===== src/hdl/cbd_pkg.sv =====
// ----------------------------------------------------------------------------
// cbd_pkg
// Types, constants and helpers shared by the chunked body decoder modules.
// ----------------------------------------------------------------------------
package cbd_pkg;

  localparam int SIZE_BITS = 32;
  localparam int CMP_W     = (SIZE_BITS > 32) ? SIZE_BITS : 32;

  localparam logic [31:0] BODY_LIMIT_RST = 32'd1048576;

  localparam logic [7:0] CH_LF = 8'h0a;
  localparam logic [7:0] CH_CR = 8'h0d;

  // decoder phase codes
  localparam logic [2:0] PH_SIZE     = 3'd0;
  localparam logic [2:0] PH_SKIP     = 3'd1;
  localparam logic [2:0] PH_DATA     = 3'd2;
  localparam logic [2:0] PH_AFTER    = 3'd3;
  localparam logic [2:0] PH_AFTER_CR = 3'd4;
  localparam logic [2:0] PH_DONE     = 3'd5;

  // outcome codes
  localparam logic [1:0] ST_OK    = 2'd0;
  localparam logic [1:0] ST_SHORT = 2'd1;
  localparam logic [1:0] ST_OVER  = 2'd2;

  typedef struct packed {
    logic [7:0] in_byte;
    logic       is_last;
  } cbd_in_t;

  typedef struct packed {
    logic [7:0]  data_byte;
    logic        data_valid;
    logic        done_res;
    logic [1:0]  status;
    logic [31:0] body_length;
  } cbd_out_t;

  typedef struct packed {
    logic [2:0]           phase;
    logic [SIZE_BITS-1:0] chunk_size;
    logic [SIZE_BITS-1:0] bytes_left;
    logic [31:0]          total_bytes;
    logic                 over_flag;
  } cbd_state_t;

  typedef struct packed {
    logic       valid;
    logic [3:0] value;
  } cbd_hex_t;

  // hex digit decode, either case
  function automatic cbd_hex_t hex_digit(input logic [7:0] b);
    cbd_hex_t h;
    h.valid = 1'b1;
    h.value = 4'd0;
    if (b >= 8'h30 && b <= 8'h39) begin
      h.value = 4'(b - 8'h30);
    end else if (b >= 8'h61 && b <= 8'h66) begin
      h.value = 4'(b - 8'h57);
    end else if (b >= 8'h41 && b <= 8'h46) begin
      h.value = 4'(b - 8'h37);
    end else begin
      h.valid = 1'b0;
    end
    return h;
  endfunction

endpackage


===== src/hdl/cbd_step.sv =====
// ----------------------------------------------------------------------------
// cbd_step
// Next-state and result logic for one payload byte of the chunked decoder.
// ----------------------------------------------------------------------------
module cbd_step (
  input  cbd_pkg::cbd_state_t cur,
  input  cbd_pkg::cbd_in_t    req,
  input  logic [31:0]         body_limit,
  output cbd_pkg::cbd_state_t nxt,
  output logic                res_valid,
  output cbd_pkg::cbd_out_t   res
);

  logic                 dvalid;
  logic                 done;
  logic                 to_size;
  logic                 line_end;
  logic [1:0]           status;
  cbd_pkg::cbd_hex_t    hex;
  logic [32:0]          room_diff;
  logic [cbd_pkg::CMP_W-1:0] room;

  always_comb begin
    nxt      = cur;
    dvalid   = 1'b0;
    done     = 1'b0;
    to_size  = 1'b0;
    line_end = 1'b0;
    status   = cbd_pkg::ST_OK;
    hex      = cbd_pkg::hex_digit(req.in_byte);
    room_diff = 33'd0;
    room      = '0;
    res_valid = 1'b0;
    res       = '0;

    case (cur.phase)
      cbd_pkg::PH_DONE: begin
        if (req.is_last) begin
          nxt = '0;
        end
      end
      cbd_pkg::PH_DATA: begin
        nxt.bytes_left = cur.bytes_left - cbd_pkg::SIZE_BITS'(1);
        if (!cur.over_flag) begin
          nxt.total_bytes = cur.total_bytes + 32'd1;
          dvalid = 1'b1;
        end
        if (nxt.bytes_left == '0) begin
          if (cur.over_flag) begin
            done   = 1'b1;
            status = cbd_pkg::ST_OVER;
          end else begin
            nxt.phase = cbd_pkg::PH_AFTER;
          end
        end
      end
      cbd_pkg::PH_AFTER_CR: begin
        nxt.phase      = (req.in_byte == cbd_pkg::CH_LF) ? cbd_pkg::PH_SIZE : cbd_pkg::PH_SKIP;
        nxt.chunk_size = '0;
        nxt.over_flag  = 1'b0;
      end
      cbd_pkg::PH_AFTER: begin
        if (req.in_byte == cbd_pkg::CH_CR) begin
          nxt.phase = cbd_pkg::PH_AFTER_CR;
        end else begin
          nxt.phase      = cbd_pkg::PH_SIZE;
          nxt.chunk_size = '0;
          nxt.over_flag  = 1'b0;
          to_size        = (req.in_byte != cbd_pkg::CH_LF);
        end
      end
      default: begin
        to_size = 1'b1;
      end
    endcase

    if (to_size) begin
      if (nxt.phase == cbd_pkg::PH_SIZE) begin
        if (hex.valid) begin
          // size would run past the counter: saturate and flag
          if (nxt.chunk_size[cbd_pkg::SIZE_BITS-1 -: 4] != 4'd0) begin
            nxt.chunk_size = '1;
            nxt.over_flag  = 1'b1;
          end else begin
            nxt.chunk_size = {nxt.chunk_size[cbd_pkg::SIZE_BITS-5:0], hex.value};
          end
        end else if (req.in_byte == cbd_pkg::CH_LF) begin
          line_end = 1'b1;
        end else begin
          nxt.phase = cbd_pkg::PH_SKIP;
        end
      end else if (req.in_byte == cbd_pkg::CH_LF) begin
        line_end = 1'b1;
      end
    end

    if (line_end) begin
      if (nxt.chunk_size == '0) begin
        done   = 1'b1;
        status = cbd_pkg::ST_OK;
      end else begin
        room_diff = {1'b0, body_limit} - {1'b0, nxt.total_bytes};
        room      = room_diff[32] ? '0 : cbd_pkg::CMP_W'(room_diff[31:0]);
        if (cbd_pkg::CMP_W'(nxt.chunk_size) > room) begin
          nxt.over_flag = 1'b1;
        end
        nxt.bytes_left = nxt.chunk_size;
        nxt.phase      = cbd_pkg::PH_DATA;
      end
    end

    if (cur.phase != cbd_pkg::PH_DONE) begin
      if (req.is_last && !done) begin
        done = 1'b1;
        if (nxt.phase == cbd_pkg::PH_DATA) begin
          status = cbd_pkg::ST_SHORT;
        end else if ((nxt.phase == cbd_pkg::PH_SIZE || nxt.phase == cbd_pkg::PH_SKIP) &&
                     nxt.chunk_size != '0) begin
          status = cbd_pkg::ST_SHORT;
        end else begin
          status = cbd_pkg::ST_OK;
        end
      end

      if (done) begin
        res.body_length = (status == cbd_pkg::ST_OK) ? nxt.total_bytes : 32'd0;
        if (req.is_last) begin
          nxt = '0;
        end else begin
          nxt.phase = cbd_pkg::PH_DONE;
        end
      end

      res_valid      = dvalid || done;
      res.data_byte  = dvalid ? req.in_byte : 8'd0;
      res.data_valid = dvalid;
      res.done_res   = done;
      res.status     = done ? status : cbd_pkg::ST_OK;
    end
  end

endmodule


===== src/hdl/chunked_body_decoder.sv =====
// ----------------------------------------------------------------------------
// chunked_body_decoder
// Streaming decoder for a chunked message body with a body size limit.
// ----------------------------------------------------------------------------
// One payload byte is taken per request and the decoder sustains one byte per
// clock cycle unless the output stalls. Each byte is decoded in the cycle it is
// accepted and its result (a body byte, the message outcome, or both) appears in
// the output register on the next cycle; bytes that carry neither produce no
// result. The output register is the only buffer, so in_ready follows out_ready
// whenever a result is held. The user must write body_limit through the cfg port
// only while the decoder is idle; the block does not enforce it. It resets to 1048576.
module chunked_body_decoder (
  input  logic               clk,
  input  logic               rst_n,
  input  logic               in_valid,
  output logic               in_ready,
  input  cbd_pkg::cbd_in_t   in_data,
  output logic               out_valid,
  input  logic               out_ready,
  output cbd_pkg::cbd_out_t  out_data,
  input  logic               cfg_valid,
  output logic               cfg_ready,
  input  logic [31:0]        cfg_data
);

  cbd_pkg::cbd_state_t state_r;
  cbd_pkg::cbd_state_t state_nxt;
  cbd_pkg::cbd_out_t   res;
  cbd_pkg::cbd_out_t   out_data_r;
  logic                res_valid;
  logic                out_valid_r;
  logic [31:0]         body_limit_r;
  logic                in_acc;

  assign cfg_ready = 1'b1;
  assign in_ready  = !out_valid_r || out_ready;
  assign in_acc    = in_valid && in_ready;
  assign out_valid = out_valid_r;
  assign out_data  = out_data_r;

  cbd_step u_step (
    .cur        (state_r),
    .req        (in_data),
    .body_limit (body_limit_r),
    .nxt        (state_nxt),
    .res_valid  (res_valid),
    .res        (res)
  );

  always_ff @(posedge clk) begin
    if (!rst_n) begin
      state_r      <= '0;
      out_valid_r  <= 1'b0;
      body_limit_r <= cbd_pkg::BODY_LIMIT_RST;
    end else begin
      if (cfg_valid) begin
        body_limit_r <= cfg_data;
      end
      if (in_acc) begin
        state_r <= state_nxt;
      end
      if (in_acc && res_valid) begin
        out_valid_r <= 1'b1;
      end else if (out_ready) begin
        out_valid_r <= 1'b0;
      end
    end
  end

  always_ff @(posedge clk) begin
    if (in_acc && res_valid) begin
      out_data_r <= res;
    end
  end

  // a chunk in its data phase always has bytes to go
  a_data_left: assert property (@(posedge clk) disable iff (!rst_n)
    state_r.phase == cbd_pkg::PH_DATA |-> state_r.bytes_left != '0)
    else $error("data phase with no bytes left");

  // failed outcomes carry no length
  a_len_zero: assert property (@(posedge clk) disable iff (!rst_n)
    out_valid_r && out_data_r.done_res && out_data_r.status != cbd_pkg::ST_OK
      |-> out_data_r.body_length == 32'd0)
    else $error("length reported with failed outcome");

  // idle data lane stays zero
  a_byte_zero: assert property (@(posedge clk) disable iff (!rst_n)
    out_valid_r && !out_data_r.data_valid |-> out_data_r.data_byte == 8'd0)
    else $error("data byte set without data_valid");

  // a held result blocks new requests
  a_hold_block: assert property (@(posedge clk) disable iff (!rst_n)
    out_valid_r && !out_ready |-> !in_ready)
    else $error("request taken while result held");

endmodule


===== config.mk =====
export PLATFORM = sky130hd
export DESIGN_NAME = chunked_body_decoder
export DESIGN_NICKNAME = d
export VERILOG_FILES = /design/src/hdl/cbd_pkg.sv /design/src/hdl/cbd_step.sv /design/src/hdl/chunked_body_decoder.sv
export SDC_FILE = /design/constraint.sdc
export NUM_CORES = 1
export LEC_CHECK = 0
export ABC_CLOCK_PERIOD_IN_PS = 8250
export BUFFER_PORTS_ARGS = -buffer_cell sky130_fd_sc_hd__buf_4
export CAP_MARGIN = 40
export CORE_MARGIN = 1
export CORE_UTILIZATION = 62
export CTS_CLUSTER_SIZE = 30
export DETAILED_ROUTE_END_ITERATION = 10
export GPL_ROUTABILITY_DRIVEN = 1
export PLACE_DENSITY = 0.82
export RECOVER_POWER = 25
export SLEW_MARGIN = 20
export SYNTH_ARGS = -nofsm -noshare
export SYNTH_HDL_FRONTEND = slang
export SYNTH_HIERARCHICAL = 1
export SYNTH_SLANG_ARGS = --single-unit

===== constraint.sdc =====
create_clock -name clk -period 8.25 [get_ports clk]
set_input_delay 0 -clock clk [delete_from_list [all_inputs] [get_ports clk]]
set_output_delay 0 -clock clk [all_outputs]
set_load 0.03 [all_outputs]

==> metrics.cfg, run 1 <==
[run_status]
status = complete, but fails checks
violations = capacitance limit, slew limit

[drt]
avgRoutedWirePerCell_um = 19.90
avgViaCountPerCell = 6.510
drc_errors = 0
drtAntennaViolNets = 0
firstDrtPassIters = 6
vias = 13170
drt_iter0_drc = 1389
drt-total-wl_um = 40250

[die]
die_x_um = 150.0
start_util_pct = 63.96
num_rows = 53
ioPinCount = 93
dieArea_um2 = 22490
dieHeight_um = 150.0
core_area_um2 = 21220

[worst_hold_path]
worst_hold_path.endpoint = out_data[37]
hold_start = in_data[2]
min_path_cells = 3
hold_path.class = input port to flip-flop

[grt]
track_usage_pct = 36.27
busiest_layer = met2
antenna_found_initial = 0
grt_max_degree = 88
grt_util_met3_pct = 6.280
use_met1_pct = 47.99
grt_first_pass_wirelength_um = 63960
overflow = 0
use_met2_pct = 57.22
grt_pass1_vias = 12330

[power_and_ir_drop]
powerDensity_nw_per_um2 = 149.2
irDropWorstVdd_mv = 0.1219
p_leak_nw = 5.948

[clock_network]
post-cts-setup-buffer-count = 0
hold_buffers = 43
clk_pin_slew_ns = 0.07
htree_levels = 4
clk_latency_ns = 0.44
cts_resized = 0
clkSinkCount = 177
clock_path_buffers = 2
cts_tree = yes
cts_inserted_buffers = 17
root_buffer = clkbuf_16

[timing]
period_share_pct = 86.44
period_minus_slack_ns = 7.131
relSlewSlack_pct = -122.5
fin_skew_ns = 0.01626
tightest_slew_ns = 3.337
fmax_ghz = 0.1402
fin_tns_setup_ns = 0
report.final.slew_viol_count = 149
hold_viol_final = 0
rsz0062_at_grt = false
finalSetupViolations = 0

[final_layout]
fin_nets = 1853
syn_to_final_growth_pct = 10.47
utilization_pct = 70.66
final.fill_count = 1690
multi_input_area_um2 = 8815
seq_area_um2 = 3984
drive_above_1_share_pct = 10.24
n_antenna_cell = 0

[setup_path]
r2r-end = state_r[0]
cp_slowest_cell = or3_1
startpoint_type = flip-flop
crit_arrival_ns = 7.45
rrSetupSlack_ns = 1.12
critPathMaxFanout = 29
path_delay_family = compound AO/OA/AOI/OAI gates
required_ns = 8.57
r2r-start = state_r[98]
slowest_delay_ns = 0.57
r2r_cells = 32
end_kind = flip-flop
crit_buf_inv = 3
path_class = flip-flop to flip-flop

[yosys]
synthDistinctLibCells = 88
synth_area_um2 = 13570
synth-seq-area-share_pct = 29.35
yosys.area.top_type = dfxtp_1
synth.area.top_cells = dfxtp_1, mux2i_1, edfxtp_1
ys_ff_latch = 177
yosys_warnings = 6
syn_nets = 1783
synth_cells = 1665
synth_commonest_cells = nand2_1, mux2i_1, dfxtp_1
yosys.cell_count.top_type = nand2_1
synth_edf_count = 44
synth_top_area_share_pct = 19.62
synthArstFlopShare_pct = 0
syn_area_per_cell_um2 = 8.152
ys.flop_type = dfxtp_1

[placed_design]
io_buffers = 91
dpl.hpwl_um = 27620
gp_congestion = 0.9915

[job]
cap_viol_max_count = 2

==> power by group <==
| part | switching [mW] | internal [mW] |
|---|---|---|
| registers | 0.0144 | 0.906 |
| clock network | 0.398 | 0.428 |
| logic | 0.292 | 0.198 |
==> metal layers <==
| metal | wire (um) | up-vias |
|---|---|---|
| met1 | 16920 | 6176 |
| met3 | 3534 | 131 |
| met4 | 1722 | 0 |
| li1 | - | 6140 |
| met2 | 18070 | 722 |
| met5 | 0 | - |
==> worst register-to-register path, delay by kind of cell, from the launching register on <==
family / cells / cell delay, ns
AO/OA/AOI/OAI: 15 / 2.85
adder cells (fa/ha/maj): 3 / 0.92
buffers and inverters: 3 / 0.88
flip-flops: 1 / 0.45
multiplexers: 2 / 0.37
AND/OR/NAND/NOR: 9 / 1.58
==> layout by cell type (no fill, tap or decap), drive strengths merged, types with 7 or more instances in the layout <==
cell type / instances
o31ai: 15
xnor2: 21
and3: 14
nor2: 115
o211ai: 14
nand2b: 11
o21ai: 71
buf: 63
o221ai: 8
edfxtp: 44
o21a: 32
nand4: 22
a31oi: 7
or3: 12
nor2b: 44
nand3: 60
mux2i: 136
nor4: 24
dlygate4sd3: 43
inv: 48
and2: 19
nor3: 72
dfxtp: 133
clkbuf: 66
mux2: 15
xor2: 14
nand2: 333
a21oi: 64
a211oi: 8
o31a: 9
o221a: 18
o2111ai: 9
ha: 71
or4: 13
a21o: 23
==> through the flow <==
stage	hold slack, ns	worst slack [ns]	cells	power [mW]	cell area, um^2
after global routing	0.04193	0.7776	2023	2.322	14990
final	0.02567	1.119	2023	2.238	14990
after global placement	0.2239	1.597	1944	1.396	14100
after CTS	0.007565	1.298	2022	2.237	15160
after detailed placement	0.2224	1.338	1947	1.407	14160
after floorplan	0.1285	2.195	1665	1.295	13570
==> final cells by class <==
type	count	share of cell area [%]
clock inverters	14	0.9429
inverters	40	1.001
repair buffers	154	7.543
multi-input cells	1345	58.79
clock buffers	18	2.862
well taps	275	2.295
flip-flops and latches	177	26.57
==> kinds of logic after synthesis <==
family / after synthesis / share of synthesized area, %
multiplexers: 151 / 11.27
AND/OR/NAND/NOR: 770 / 28.08
adder cells (fa/ha/maj): 72 / 6.692
flip-flops: 177 / 29.35
XOR/XNOR: 35 / 2.259
AO/OA/AOI/OAI: 316 / 16.39
buffers and inverters: 143 / 5.927
other: 1 / 0.02763
==> how the worst max path moves through the flow <==
stage / start / endpoint / cells past startpoint
finish: state_r[98] / state_r[0] / 32
global route: state_r[98] / state_r[0] / 32
CTS: state_r[98] / state_r[0] / 32
detailed placement: state_r[98] / state_r[0] / 32
global placement: state_r[98] / state_r[0] / 32
floorplan: state_r[98] / state_r[0] / 32
==> flip-flops by register name, summed over array words and instances (netlist names) <==
register and cells:
body_limit_r 32, out_data 44, out_valid 1, state_r 100
No activity file was read; power rests on OpenSTA's default activity.
==> run 2: changes to the inputs <==
--- a/config.mk
+++ b/config.mk
@@ -5,17 +5,18 @@
 export SDC_FILE = /design/constraint.sdc
 export NUM_CORES = 1
 export LEC_CHECK = 0
+export ABC_AREA = 1
 export ABC_CLOCK_PERIOD_IN_PS = 8250
 export BUFFER_PORTS_ARGS = -buffer_cell sky130_fd_sc_hd__buf_4
 export CAP_MARGIN = 40
 export CORE_MARGIN = 1
-export CORE_UTILIZATION = 62
+export CORE_UTILIZATION = 63
 export CTS_CLUSTER_SIZE = 30
 export DETAILED_ROUTE_END_ITERATION = 10
 export GPL_ROUTABILITY_DRIVEN = 1
-export PLACE_DENSITY = 0.82
+export PLACE_DENSITY = 0.83
 export RECOVER_POWER = 25
-export SLEW_MARGIN = 20
+export SLEW_MARGIN = 30
 export SYNTH_ARGS = -nofsm -noshare
 export SYNTH_HDL_FRONTEND = slang
 export SYNTH_HIERARCHICAL = 1
==> metrics.cfg, run 2 <==
[worst_hold_path]
min_path_cells = 3  ; unchanged
hold_path.class = input port to flip-flop  ; unchanged
worst_hold_path.endpoint = body_limit_r[9]  ; was out_data[37]
hold_start = cfg_valid  ; was in_data[2]

[placed_design]
place_ws_ns = 1.122  ; was 1.338 ns
io_buffers = 91  ; unchanged
placed_cell_area_um2 = 15470  ; was 14160 um^2
gp_congestion = 0.9945  ; was 0.9915
dpl.cell_count = 2659  ; was 1947
dpl.hpwl_um = 32800  ; was 27620 um

[drt]
drc_errors = 0  ; unchanged
drt_iter0_drc = 2166  ; was 1389
drtAntennaViolNets = 0  ; unchanged
drt-total-wl_um = 47100  ; was 40250 um
avgRoutedWirePerCell_um = 17.20  ; was 19.90 um
avgViaCountPerCell = 5.914  ; was 6.510
vias = 16190  ; was 13170
firstDrtPassIters = 6  ; unchanged

[yosys]
synth.area.top_cells = dfxtp_1, nand2_1, nor2_1  ; was dfxtp_1, mux2i_1, edfxtp_1
ys_ff_latch = 177  ; unchanged
synth_commonest_cells = nand2_1, nor2_1, inv_1  ; was nand2_1, mux2i_1, dfxtp_1
synth_area_um2 = 14820  ; was 13570 um^2
ys.flop_type = dfxtp_1  ; unchanged
syn_area_per_cell_um2 = 6.286  ; was 8.152 um^2
synthArstFlopShare_pct = 0  ; unchanged
synthDistinctLibCells = 60  ; was 88
synth-seq-area-share_pct = 26.88  ; was 29.35%
yosys_warnings = 6  ; unchanged
synth_edf_count = 44  ; unchanged
synth_cells = 2358  ; was 1665
syn_nets = 2476  ; was 1783
yosys.cell_count.top_type = nand2_1  ; unchanged
yosys.area.top_type = dfxtp_1  ; unchanged
synth_top_area_share_pct = 17.96  ; was 19.62%

[timing]
holdWs_ns = 0.03269  ; was 0.02567 ns
tightest_slew_ns = 1.852  ; was 3.337 ns
fin_tns_setup_ns = 0  ; unchanged
setup_ws_ns = 0.9121  ; was 1.119 ns
finalSetupViolations = 0  ; unchanged
period_share_pct = 88.94  ; was 86.44%
fin_skew_ns = 0.01204  ; was 0.01626 ns
fmax_ghz = 0.1363  ; was 0.1402 GHz
period_minus_slack_ns = 7.338  ; was 7.131 ns
hold_viol_final = 0  ; unchanged
rsz0062_at_grt = false  ; unchanged
relSlewSlack_pct = -23.46  ; was -122.5%
report.final.slew_viol_count = 45  ; was 149

[setup_path]
path_class = flip-flop to flip-flop  ; unchanged
r2r-start = state_r[99]  ; was state_r[98]
crit_arrival_ns = 7.72  ; was 7.45 ns
end_kind = flip-flop  ; unchanged
r2r-end = state_r[0]  ; unchanged
required_ns = 8.64  ; was 8.57 ns
cpMostUsedCell = nand2_1
critPathMaxFanout = 18  ; was 29
r2r_cells = 45  ; was 32
startpoint_type = flip-flop  ; unchanged
cp_slowest_cell = dfxtp_1  ; was or3_1
slowest_delay_ns = 0.47  ; was 0.57 ns
rrSetupSlack_ns = 0.91  ; was 1.12 ns

[clock_network]
clk_latency_ns = 0.45  ; was 0.44 ns
cts_tree = yes  ; unchanged
post-cts-setup-buffer-count = 0  ; unchanged
cts_resized = 0  ; unchanged
cts_inserted_buffers = 17  ; unchanged
clk_pin_slew_ns = 0.08  ; was 0.07 ns
clock_path_buffers = 2  ; unchanged
root_buffer = clkbuf_16  ; unchanged
htree_levels = 4  ; unchanged
clkSinkCount = 177  ; unchanged

[die]
core_area_um2 = 22850  ; was 21220 um^2
num_rows = 55  ; was 53
die_x_um = 155.4  ; was 150.0 um
ioPinCount = 93  ; unchanged
start_util_pct = 64.88  ; was 63.96%
dieArea_um2 = 24150  ; was 22490 um^2
dieHeight_um = 155.4  ; was 150.0 um

[power_and_ir_drop]
p_leak_nw = 7.445  ; was 5.948 nW
powerDensity_nw_per_um2 = 181.1  ; was 149.2 nW/um^2
irDropWorstVdd_mv = 0.1008  ; was 0.1219 mV
totalPowerFinal_mw = 2.968  ; was 2.238 mW

[final_layout]
final.fill_count = 1974  ; was 1690
n_antenna_cell = 0  ; unchanged
regMostFlops = state_r  ; unchanged
final_cell_mix = nand2_1, nor2_1, inv_1  ; was nand2_1, mux2i_1, dfxtp_1
fin_area_um2 = 16390  ; was 14990 um^2
largest_register_ffs = 100  ; unchanged
stdcell_count = 2738  ; was 2023
fin_nets = 2530  ; was 1853
utilization_pct = 71.74  ; was 70.66%
layout_commonest_cell = nand2_1  ; unchanged
syn_to_final_growth_pct = 10.58  ; was 10.47%
drive_above_1_share_pct = 9.608  ; was 10.24%

[grt]
overflow = 0  ; unchanged
grt_pass1_vias = 14350  ; was 12330
grt_first_pass_wirelength_um = 74340  ; was 63960 um
antenna_found_initial = 1  ; was 0
grt_max_degree = 115  ; was 88
track_usage_pct = 39.03  ; was 36.27%

[job]
cap_viol_max_count = 1  ; was 2

[run_status]
status = complete, but fails checks  ; unchanged
violations = capacitance limit, slew limit  ; unchanged

run 2: area by class of cell:
type	instances	area, um^2	share of cell area (%)
Sequential cell	177	3984	24.31
Inverter	313	1176	7.176
Clock buffer	17	425.4	2.595
Timing Repair Buffer	157	1205	7.351
Multi-Input combinational cell	1746	9040	55.15
Tap cell	313	391.6	2.389
Clock inverter	15	168.9	1.031
run 2: kinds of logic (layout without fill, tap and decap cells):
kind of cell             Yosys count  count (layout)  share of synthesized area, %
AND/OR/NAND/NOR                 1259            1259                         38.56
XOR/XNOR                          26              26                         1.587
AO/OA/AOI/OAI                    387             387                         14.42
buffers and inverters            435             502                         12.33
multiplexers                       1               1                       0.07596
adder cells (fa/ha/maj)           72              72                         6.128
other                              1               1                       0.02530
flip-flops                       177             177                         26.88
run 2: worst max path at each step:
stage | from | to | slack, ns | cells past startpoint
2_1_floorplan | state_r[99] | state_r[0] | 2.28 | 47
3_3_place_gp | state_r[99] | state_r[0] | 1.32 | 45
3_5_place_dp | state_r[99] | state_r[0] | 1.12 | 45
4_1_cts | state_r[99] | state_r[0] | 1.02 | 45
5_1_grt | state_r[99] | state_r[0] | 0.09 | 45
6_report | state_r[99] | state_r[0] | 0.91 | 45
run 2: timing repair:
| action | 4_1_cts | 5_1_grt |
|---|---|---|
| endpoints found under the setup margin | 0 | 0 |
| hold buffers | 43 | 0 |
| hold endpoints to repair | 51 | 0 |
run 2: where the power goes:
part	switching [mW]	internal, mW
registers	0.0546	0.950
clock network	0.422	0.408
logic	0.764	0.370
total	1.24	1.73
run 2: layer usage:
| layer | track usage [%] | share of wire [%] | up-vias |
|---|---|---|---|
| met5 | 0 | 0 | - |
| met4 | 12.93 | 3.1 | 0 |
| met3 | 7.019 | 12 | 133 |
| met2 | 62.08 | 45 | 968 |
| met1 | 53.33 | 40 | 7338 |
| li1 | - | - | 7754 |
run 2: worst max-delay path: cells and delay by family (launching register included):
| kind | cells | cell delay [ns] |
|---|---|---|
| AO/OA/AOI/OAI | 9 | 1.56 |
| adder cells (fa/ha/maj) | 2 | 0.72 |
| buffers and inverters | 6 | 0.83 |
| flip-flops | 1 | 0.47 |
| AND/OR/NAND/NOR | 28 | 3.69 |
